[src/tlbt_pkg.sv]
// ----------------------------------------------------------------------------
// tlbt_pkg
// Sizes, controller states and the command and status groups of the
// address translator.
// ----------------------------------------------------------------------------
package tlbt_pkg;

  localparam int OFFSET_BITS = 8;
  localparam int VA_W        = 16;
  localparam int PA_W        = 15;
  localparam int PAGE_W      = VA_W - OFFSET_BITS;
  localparam int PAGES       = 256;
  localparam int TLB_ENTRIES = 16;
  localparam int TLB_W       = $clog2(TLB_ENTRIES);
  localparam int FRAMES      = 128;
  localparam int FRAME_W     = $clog2(FRAMES);
  localparam int FCNT_W      = FRAME_W + 1;
  localparam int AGE_BITS    = 16;
  localparam logic [AGE_BITS-1:0] AGE_MAX = '1;

  typedef enum logic [2:0] {
    S_IDLE,
    S_LOOK,
    S_SWEEP,
    S_DRAIN,
    S_DECIDE,
    S_VREAD,
    S_COMMIT
  } state_t;

  typedef struct packed {
    logic capture;
    logic look;
    logic sweep_rd;
    logic victim_rd;
    logic commit;
  } cmd_t;

  typedef struct packed {
    logic sweep_last;
    logic need_victim;
    logic out_free;
  } stat_t;

endpackage

[src/tlbt_ctrl.sv]
// ----------------------------------------------------------------------------
// tlbt_ctrl
// Sequencer: lookup, page-table sweep, victim read and commit of one item.
// ----------------------------------------------------------------------------
module tlbt_ctrl (
  input  logic            clk,
  input  logic            rst,
  input  logic            in_valid,
  output logic            in_ready,
  input  tlbt_pkg::stat_t stat,
  output tlbt_pkg::cmd_t  cmd
);

  tlbt_pkg::state_t state, state_next;

  always_ff @(posedge clk) begin
    if (rst) begin
      state <= tlbt_pkg::S_IDLE;
    end else begin
      state <= state_next;
    end
  end

  always_comb begin
    state_next = state;
    case (state)
      tlbt_pkg::S_IDLE:   if (in_valid) state_next = tlbt_pkg::S_LOOK;
      tlbt_pkg::S_LOOK:   state_next = tlbt_pkg::S_SWEEP;
      tlbt_pkg::S_SWEEP:  if (stat.sweep_last) state_next = tlbt_pkg::S_DRAIN;
      tlbt_pkg::S_DRAIN:  state_next = tlbt_pkg::S_DECIDE;
      tlbt_pkg::S_DECIDE: begin
        state_next = stat.need_victim ? tlbt_pkg::S_VREAD : tlbt_pkg::S_COMMIT;
      end
      tlbt_pkg::S_VREAD:  state_next = tlbt_pkg::S_COMMIT;
      tlbt_pkg::S_COMMIT: if (stat.out_free) state_next = tlbt_pkg::S_IDLE;
      default:            state_next = tlbt_pkg::S_IDLE;
    endcase
  end

  always_comb begin
    cmd      = '0;
    in_ready = 1'b0;
    case (state)
      tlbt_pkg::S_IDLE: begin
        in_ready    = 1'b1;
        cmd.capture = in_valid;
      end
      tlbt_pkg::S_LOOK:   cmd.look      = 1'b1;
      tlbt_pkg::S_SWEEP:  cmd.sweep_rd  = 1'b1;
      tlbt_pkg::S_VREAD:  cmd.victim_rd = 1'b1;
      tlbt_pkg::S_COMMIT: cmd.commit    = stat.out_free;
      default: ;
    endcase
  end

endmodule

[config.mk]
export PLATFORM = sky130hd
export DESIGN_NAME = tlbt_ctrl
export DESIGN_NICKNAME = d
export VERILOG_FILES = /design/src/tlbt_pkg.sv /design/src/tlbt_ctrl.sv
export SDC_FILE = /design/constraint.sdc
export NUM_CORES = 1
export LEC_CHECK = 0
export BUFFER_PORTS_ARGS = -buffer_cell sky130_fd_sc_hd__buf_2
export CAP_MARGIN = 10
export CORE_AREA = 4 4 41 43
export DETAILED_ROUTE_END_ITERATION = 8
export DIE_AREA = 0 0 45 47
export PLACE_DENSITY = 0.48
export SYNTH_ARGS = -nofsm -noshare
export SYNTH_HDL_FRONTEND = slang
export SYNTH_SLANG_ARGS = --single-unit
export TNS_END_PERCENT = 100
[constraint.sdc]
create_clock -name clk -period 1.4 [get_ports clk]
set_input_delay 0.07 -clock clk [delete_from_list [all_inputs] [get_ports clk]]
set_output_delay 0.07 -clock clk [all_outputs]
set_load 0.02 [all_outputs]
Word level (Yosys, flattened, before mapping)
Cells that the tools add are included.
- bits in registers: 3
- output and inout bits: 6
- equal/unequal tests: 9
- mux-type cells: 11
- reduce and logical (&&, ||, !) cells: 2
- operators by type and width (cell ; number):
    one-hot mux 3 bit (7 select lines) ; 1
    equality test 3 bit (second input constant) ; 3
    2-to-1 mux 3 bit ; 3
    equality test 3 x 2 -> 1 bit (second input constant) ; 2
    2-to-1 mux 1 bit ; 6
    inequality test 2 bit (second input constant) ; 3
    equality test 3 x 1 -> 1 bit (second input constant) ; 1
    zero test 3 bit ; 1
    AND reduction 3 bit ; 1
    2-to-1 mux 2 bit ; 1

Depth between registers and ports, before layout
Gate-level depths: netlist (run 1).
- depth in word-level cells: 3
- mapped depth: 4
- depth with buffers taken out: 3

Least setup slack after synthesis (run 1)
No wires, ideal clock.
- kind: reg-to-output
- start point: reg state[1]
- end point: out cmd[4] (netlist name)
- data arrival time: 1.293 ns
- path slack: 0.037 ns
- stages on the path, launching flop included: 4
- path buffers: 1
- path through: dfxtp_1 buf_4 nor3_1 and2_1
- RTL lines (what ; RTL line ; RTL):
    start: declaration ; tlbt_ctrl.sv:14 ; tlbt_pkg::state_t state, state_next;
    start signal: assignment ; tlbt_ctrl.sv:18 ; state <= tlbt_pkg::S_IDLE;
    start signal: assignment ; tlbt_ctrl.sv:20 ; state <= state_next;
    end: declaration ; tlbt_ctrl.sv:11 ; output tlbt_pkg::cmd_t cmd

==> results.txt, run 1 <==
The horizontal die dimension is ~45 um. The overall fraction of global-route tracks in use is 0.0631. Clock-pin slew was measured on the worst setup and hold paths at 0.04 ns. The wire-length estimate of the detail-placed layout is between 300 and 400 um.

For the worst flop-to-flop path, the logic depth is 3. The netlist uses 19 different library cells. The number of flip-flops in the largest register came out at 3.

Data arrives at the worst endpoint at 1.18 ns. The number of hold buffers added after CTS was 0. The power density relative to cell area is approximately 1200 nW/um2.

For this run, the register share of the synthesized area comes to 0.271. The die height came out at 47 um. On the critical path the largest part of the delay comes from flip-flops. The floorplan core area is 1300 um2. The highest fanout seen on the critical path came out at 9. The pin count of the biggest net entering global routing came out at 12.

The area share of fa/ha/maj cells after synthesis is 0. The post-CTS setup buffer count came out at 0. The synthesized netlist cell count came out at 25.

The final net count is 45. For the final routed database, the setup TNS stands at 0 ns. The post-CTS resize count is 0. The depth of the critical timing path with buffers and inverters included came out at 3. The number of slew-limit violations in the final report came out at 0. By area, the combinational part of the netlist is dominated by simple AND/OR/NAND/NOR gates. The total routed wirelength is between 400 and 500 um. The clock tree root buffer cell is sky130_fd_sc_hd__clkbuf_4. Row generation in the floorplan step produced 13 rows. The initial antenna violation count is 0.

The routed length per placed instance came out at 9.32 um. The compound-cell area share of the yosys netlist is 0.203. After global routing the overflow that remains totals 0.

The number of warnings reported in the yosys synthesis log came out at 0. The share of cells above drive strength 1 came out at 0.474. Leaving out fill and tap cells, the most frequent cell in the layout is sky130_fd_sc_hd__buf_2. The placer congestion estimate is around 0.7.

The hold path depth is 2. The growth of design area from synthesis to finish is 36.7%. The maximum count of clock buffers along a single path is 2. Setup repair after global routing left no endpoint under its margin. The flow ran to the end, and the final reports show no timing, DRC or antenna violations. The initial cell density of the core is 0.170. The critical path in this run is classified as reg -> out.

The routed length on met1 came out at 283 um. The number of DRC violations after detailed routing came out at 0. More flip-flops sit in one register than any other, and that register is state.

The die covers between 2000 and 2500 um2. The slew at the pin closest to its max-slew limit came out at approximately 0.35 ns. The multiplexer share of the synthesized area is 0.

Pin placement for this block handled 12 I/O pins. Of the total synthesized cell area, the portion taken by AND, OR, NAND and NOR gates is 0.424. The clock tree from TritonCTS is done.

In this run the top signal layer used is met4. For this run, the share of the core covered by cells in the final layout is 0.233. CTS built an H-tree with a depth of 1.

The pre-antenna-repair detailed-routing pass consisted of 2 iterations. The number of port buffers is 11. The total via count after detailed routing is between 200 and 250. The clock tree skew after final layout came out at 0.00195 ns.

The count of clock tree sinks came out at 3. The analysis attributes to cell leakage a power of 0.134 nW. The slowest stage of the critical path is the sky130_fd_sc_hd__dfxtp_1 cell. The time the final worst path needs with I/O delays and setup came out at 1.25 ns. The total of endpoints with negative setup slack in the final report is 0. The finished layout cell area is 303 um2.

After detailed routing, the met3 layer carries 53 um of wire. The stage delay of the slowest cell on the critical path is around 0.4 ns. The worst ir drop on vdd came out at 0.000324 V. In the final layout, the registers with the most flip-flops are state (3). The count of antenna diodes in the layout is 0. The number of buffers and inverters on the critical path is 1. The critical path goes through nor3_1 -> and2_1 -> buf_2. The endpoint class of the critical path is a primary output.

The wire length of the first global-routing pass is between 700 and 800 um. The post-synthesis average cell area came out at 8.86 um2. The area of the mapped netlist came out at 221 um2. The routed length on met2 is 136 um.

The kind of path behind the tightest hold check is in -> reg. The number of buffers created by CTS is 3. The part of the cycle the worst path needs came out at 0.893.

The number of DRC violations after detailed-routing iteration 0 came out at 1. The placed instances occupy a cell area of 277 um2. In this run the tightest slew margin relative to its limit is 0.763. The vias per cell is 3.94. The post-synth net total came out at 31. STA classifies the critical path startpoint as a register. For the worst setup path, the data required time is 1.33 ns. In this run the remaining antenna-violating nets after routing total 0. The xor and xnor fraction of the mapped netlist area came out at 0. In the layout the commonest cells are sky130_fd_sc_hd__buf_2 (11), sky130_fd_sc_hd__clkbuf_4 (3), sky130_fd_sc_hd__dfxtp_1 (3). The post-synthesis register bit count came out at 3. The upper clock frequency limit is roughly 800 MHz. The sum of internal, switching and leakage power is roughly 0.38 mW.

The via count of the first global-routing pass is 186. The number of failing hold endpoints at the final stage came out at 0. The clock reaches the later pin of the worst-skew pair after 0.23 ns. The tool flagged a number of max-cap violations equal to 0.
report_power, final:
group          switching [mW]  internal (mW)
sequential             0.0247         0.0960
clock                  0.0453          0.107
combinational          0.0553         0.0488
logic make-up after synthesis:
| family | Yosys count |
|---|---|
| AND/OR/NAND/NOR | 13 |
| AO/OA/AOI/OAI | 6 |
| flip-flops | 3 |
| buffers and inverters | 3 |
worst reg2reg max path: cells and delay by family (launching register included):
kind | cells | cell delay (ns)
flops | 1 | 0.52
simple gates | 2 | 0.43
compound gates | 1 | 0.06
cell usage after synthesis:
| master | n | area [um2] |
|---|---|---|
| sky130_fd_sc_hd__dfxtp_1 | 3 | 60.1 |
| sky130_fd_sc_hd__a21oi_1 | 2 | 10.0 |
| sky130_fd_sc_hd__nand2_1 | 2 | 7.51 |
| sky130_fd_sc_hd__nand2b_4 | 2 | 27.5 |
| sky130_fd_sc_hd__nor2_1 | 2 | 7.51 |
| sky130_fd_sc_hd__a2111oi_2 | 1 | 15.0 |
| sky130_fd_sc_hd__a211oi_1 | 1 | 7.51 |
| sky130_fd_sc_hd__and2_1 | 1 | 6.26 |
| sky130_fd_sc_hd__and3b_2 | 1 | 10.0 |
| sky130_fd_sc_hd__buf_4 | 1 | 7.51 |
| sky130_fd_sc_hd__buf_6 | 1 | 11.3 |
| sky130_fd_sc_hd__inv_1 | 1 | 3.75 |
| sky130_fd_sc_hd__nand3b_1 | 1 | 7.51 |
| sky130_fd_sc_hd__nor2b_1 | 1 | 6.26 |
| sky130_fd_sc_hd__nor3_1 | 1 | 5.00 |
| sky130_fd_sc_hd__nor3b_1 | 1 | 7.51 |
| sky130_fd_sc_hd__o21ai_0 | 1 | 5.00 |
| sky130_fd_sc_hd__o31ai_1 | 1 | 7.51 |
| sky130_fd_sc_hd__or3b_1 | 1 | 8.76 |
stage by stage:
stage	cells	hold WS, ns	worst slack [ns]
6_report	53	0.0581	0.150
5_1_grt	53	0.0423	0.0588
4_1_cts	53	0.0473	0.136
3_5_place_dp	49	0.300	0.310
3_3_place_gp	49	0.302	0.304
2_1_floorplan	25	0.139	0.0374
path summary, 6_finish.rpt:
check / startpoint / endpoint / slack (ns)
max: state[1] / cmd[4] / 0.15
min: rst / state[2] / 0.06
max reg2reg: state[1] / state[1] / 0.30
min reg2reg: state[0] / state[0] / 0.57
per-layer routing:
layer	track usage	vias to the layer above
li1	-	115
met1	0.0726	79
met2	0.0508	13
met3	0.0460	2
met4	0.105	0
met5	0	-
cell type report:
cell class | instances | area (um2)
flip-flops and latches | 3 | 60.1
inverters | 1 | 3.75
repair buffers | 11 | 55.1
clock buffers | 4 | 26.3
fillers | 154 | 998
multi-input cells | 19 | 139
well taps | 15 | 18.8
Note: power is estimated with default switching activity, not from simulation.
==> run 2, diff against run 1 <==
--- a/config.mk
+++ b/config.mk
@@ -8,6 +8,7 @@
 export BUFFER_PORTS_ARGS = -buffer_cell sky130_fd_sc_hd__buf_2
 export CAP_MARGIN = 10
 export CORE_AREA = 4 4 41 43
+export CTS_BUF_LIST = sky130_fd_sc_hd__clkbuf_4
 export DETAILED_ROUTE_END_ITERATION = 8
 export DIE_AREA = 0 0 45 47
 export PLACE_DENSITY = 0.48
==> constraint.sdc (replaced) <==
create_clock -name clk -period 1.4 [get_ports clk]
set_input_delay 0 -clock clk [delete_from_list [all_inputs] [get_ports clk]]
set_output_delay 0 -clock clk [all_outputs]
set_load 0.02 [all_outputs]
==> run 2 against run 1 <==
Sequential share of layout area down 0.86 points. Combinational power about the same. Count of clock-buffer cells in the layout stayed put. Clock skew down 0.00058 ns. Sequential power is essentially flat. Critical path type unchanged. Largest power group unchanged.
==> results.txt, run 2 (synthesized netlist as in run 1, its figures left out) <==
The flow ran to the end, and the final reports show no timing, DRC or antenna violations. The antenna violation net count after detailed routing is 0 (unchanged). The final-layout fill cell count is 153 (-0.65%). The horizontal die dimension was 45 um (unchanged). The power density relative to cell area came out at 1260 nW/um2 (+1.4%).

The setup slack of the worst register-to-register path came out at 0.30 ns (about the same). The number of DRC violations after detailed-routing iteration 0 came out at 1 (unchanged). The clock tree skew after final layout is 0.00137 ns (-0.000579 ns).

The setup total negative slack is 0 ns (unchanged). The maximum count of clock buffers along a single path came out at 2 (unchanged). The number of DRC violations after detailed routing is 0 (unchanged). STA classifies the critical path startpoint as a register. The critical path arrival came out at 1.18 ns (about the same). The final net count is 46 (+2.2%). The relative slew slack is 0.763 (unchanged). The total routed wirelength is 501 um (+1.4%). The number of slew-limit violations in the final report was 0 (unchanged).

The total via count after detailed routing is 215 (+2.9%). The floorplan core area came out at 1300 um2 (unchanged). state holds more flip-flops than any other register. The number of levels in the clock H-tree came out at 1 (unchanged).

Clock tree synthesis selected as its root buffer the cell sky130_fd_sc_hd__clkbuf_4. The total iterations of the first detailed-routing run was 2 (unchanged). The count of pins on the block boundary came out at 12 (unchanged). The core utilization of the finished layout came to 0.243 (+0.0106). The time the final worst path needs with I/O delays and setup came out at 1.18 ns (-0.0693 ns).

The overall overflow remaining after global route is 0 (unchanged). The number of failing hold endpoints at the final stage came out at 0 (unchanged). The data required time at the worst endpoint is 1.40 ns (+0.07 ns). The via count of the first global-routing pass was 185 (-0.54%). The number of max-cap violations is 0 (unchanged). The count of clock tree sinks is 3 (unchanged).

The area of the die is 2120 um2 (unchanged). The pin count of the biggest net entering global routing came out at 12 (unchanged). The worst setup path is captured at a primary output. The initial antenna violation count is 0 (unchanged).

The clock input transition at the sequential cells of the worst setup and hold paths came out at 0.04 ns (about the same). The final hold slack is 0.0415 ns (-0.0166 ns). The post-place setup slack was 0.310 ns (unchanged).

The wire length of the first global-routing pass came out at 793 um (+1.8%). The total of endpoints with negative setup slack in the final report came out at 0 (unchanged). The number of flip-flops in the largest register came to 3 (unchanged).

Leaving out fill and tap cells, the most frequent cell in the layout is sky130_fd_sc_hd__buf_2. The category of the critical setup timing path is reg -> out. The highest fanout seen on the critical path came out at 9 (unchanged). The routed length per placed instance is 9.28 um (-0.46%). The slew at the pin closest to its max-slew limit is 0.354 ns (unchanged).

The tightest min-delay check is of the in -> reg type. The upper clock frequency limit came to 847 MHz (+5.9%). The number of buffers created by CTS came out at 3 (unchanged).

The reported leakage power is 0.142 nW (+5.6%). The die height is 47 um (unchanged). The clock tree from TritonCTS is done.

The worst ir drop on vdd came out at 0.000330 V (+2.0%). The share of cells above drive strength 1 was 0.487 (+0.0135). The initial cell density of the core was 0.170 (unchanged).

The growth of design area from synthesis to finish came out at 42.9%. The part of the cycle the worst path needs came out at 0.844 (-0.0495). The number of port buffers came out at 11 (unchanged).

The worst-case setup margin in the final layout came out at 0.219 ns (+0.0693 ns). The vias per cell is 3.98 (+0.97%). The top cell types in the final layout, fill and taps aside, are sky130_fd_sc_hd__buf_2 (11), sky130_fd_sc_hd__clkbuf_4 (4), sky130_fd_sc_hd__dfxtp_1 (3). In the final layout, the registers with the most flip-flops are state (3).

The overall fraction of global-route tracks in use came out at 0.0639 (+0.000789). The clock network latency to the later pin of the worst-skew pair is 0.23 ns (about the same). The final HPWL from detailed placement is 340 um (unchanged).

The post-CTS resize count is 0 (unchanged). The placer congestion estimate is 0.696 (unchanged). The count of antenna diodes in the layout came out at 0 (unchanged). The number of rows in the core area is 13 (unchanged). Setup repair after global routing left no endpoint under its margin.
-- run 2: cell count changes in the layout (fill, tap and decap cells not counted) --
cell                            change
sky130_fd_sc_hd__clkbuf_1           -1
sky130_fd_sc_hd__clkbuf_4           +1
sky130_fd_sc_hd__dlygate4sd3_1      +1
-- run 2: through the flow --
step	total power, mW	instances	cell area [um2]
after floorplan	0.199	25	221
final	0.399	54	317
after detailed placement	0.227	49	277
after CTS	0.411	54	317
after global placement	0.227	49	277
after global routing	0.433	54	317
-- run 2: worst max-delay path, stage by stage (launching register included) --
cell                      delay, ns
sky130_fd_sc_hd__dfxtp_1       0.40
sky130_fd_sc_hd__nor3_1        0.24
sky130_fd_sc_hd__and2_1        0.15
sky130_fd_sc_hd__buf_2         0.15
-- run 2: final cells by class --
cell class,instances,area [um2],area share
well taps,15,18.8,0.0593
clock buffers,4,30.0,0.0949
flip-flops and latches,3,60.1,0.190
repair buffers,12,65.1,0.206
multi-input cells,19,139,0.439
inverters,1,3.75,0.0119
-- run 2: worst paths after layout --
kind / startpoint / to / cells after the start
max: state[1] / cmd[4] / 3
min: stat[2] / state[0] / 3
max reg2reg: state[1] / state[1] / 3
min reg2reg: state[0] / state[0] / 1
-- run 2: what timing repair did --
action                    CTS  global route
setup buffers               0             0
hold endpoints to repair    2             0
hold buffers                1             0
-- run 2: layer usage --
layer	vias up	wire (um)	global-route usage
met1	83	286	0.0748
met3	2	53	0.0460
met4	0	19	0.105
met2	13	141	0.0508
li1	117	-	-
met5	-	0	0
-- run 2: report_power, final --
group          internal [mW]  total [mW]  switching, mW  leakage (nW)
registers             0.0960       0.121         0.0247        0.0246
clock network          0.126       0.173         0.0463        0.0184
logic                 0.0506       0.106         0.0556        0.0991
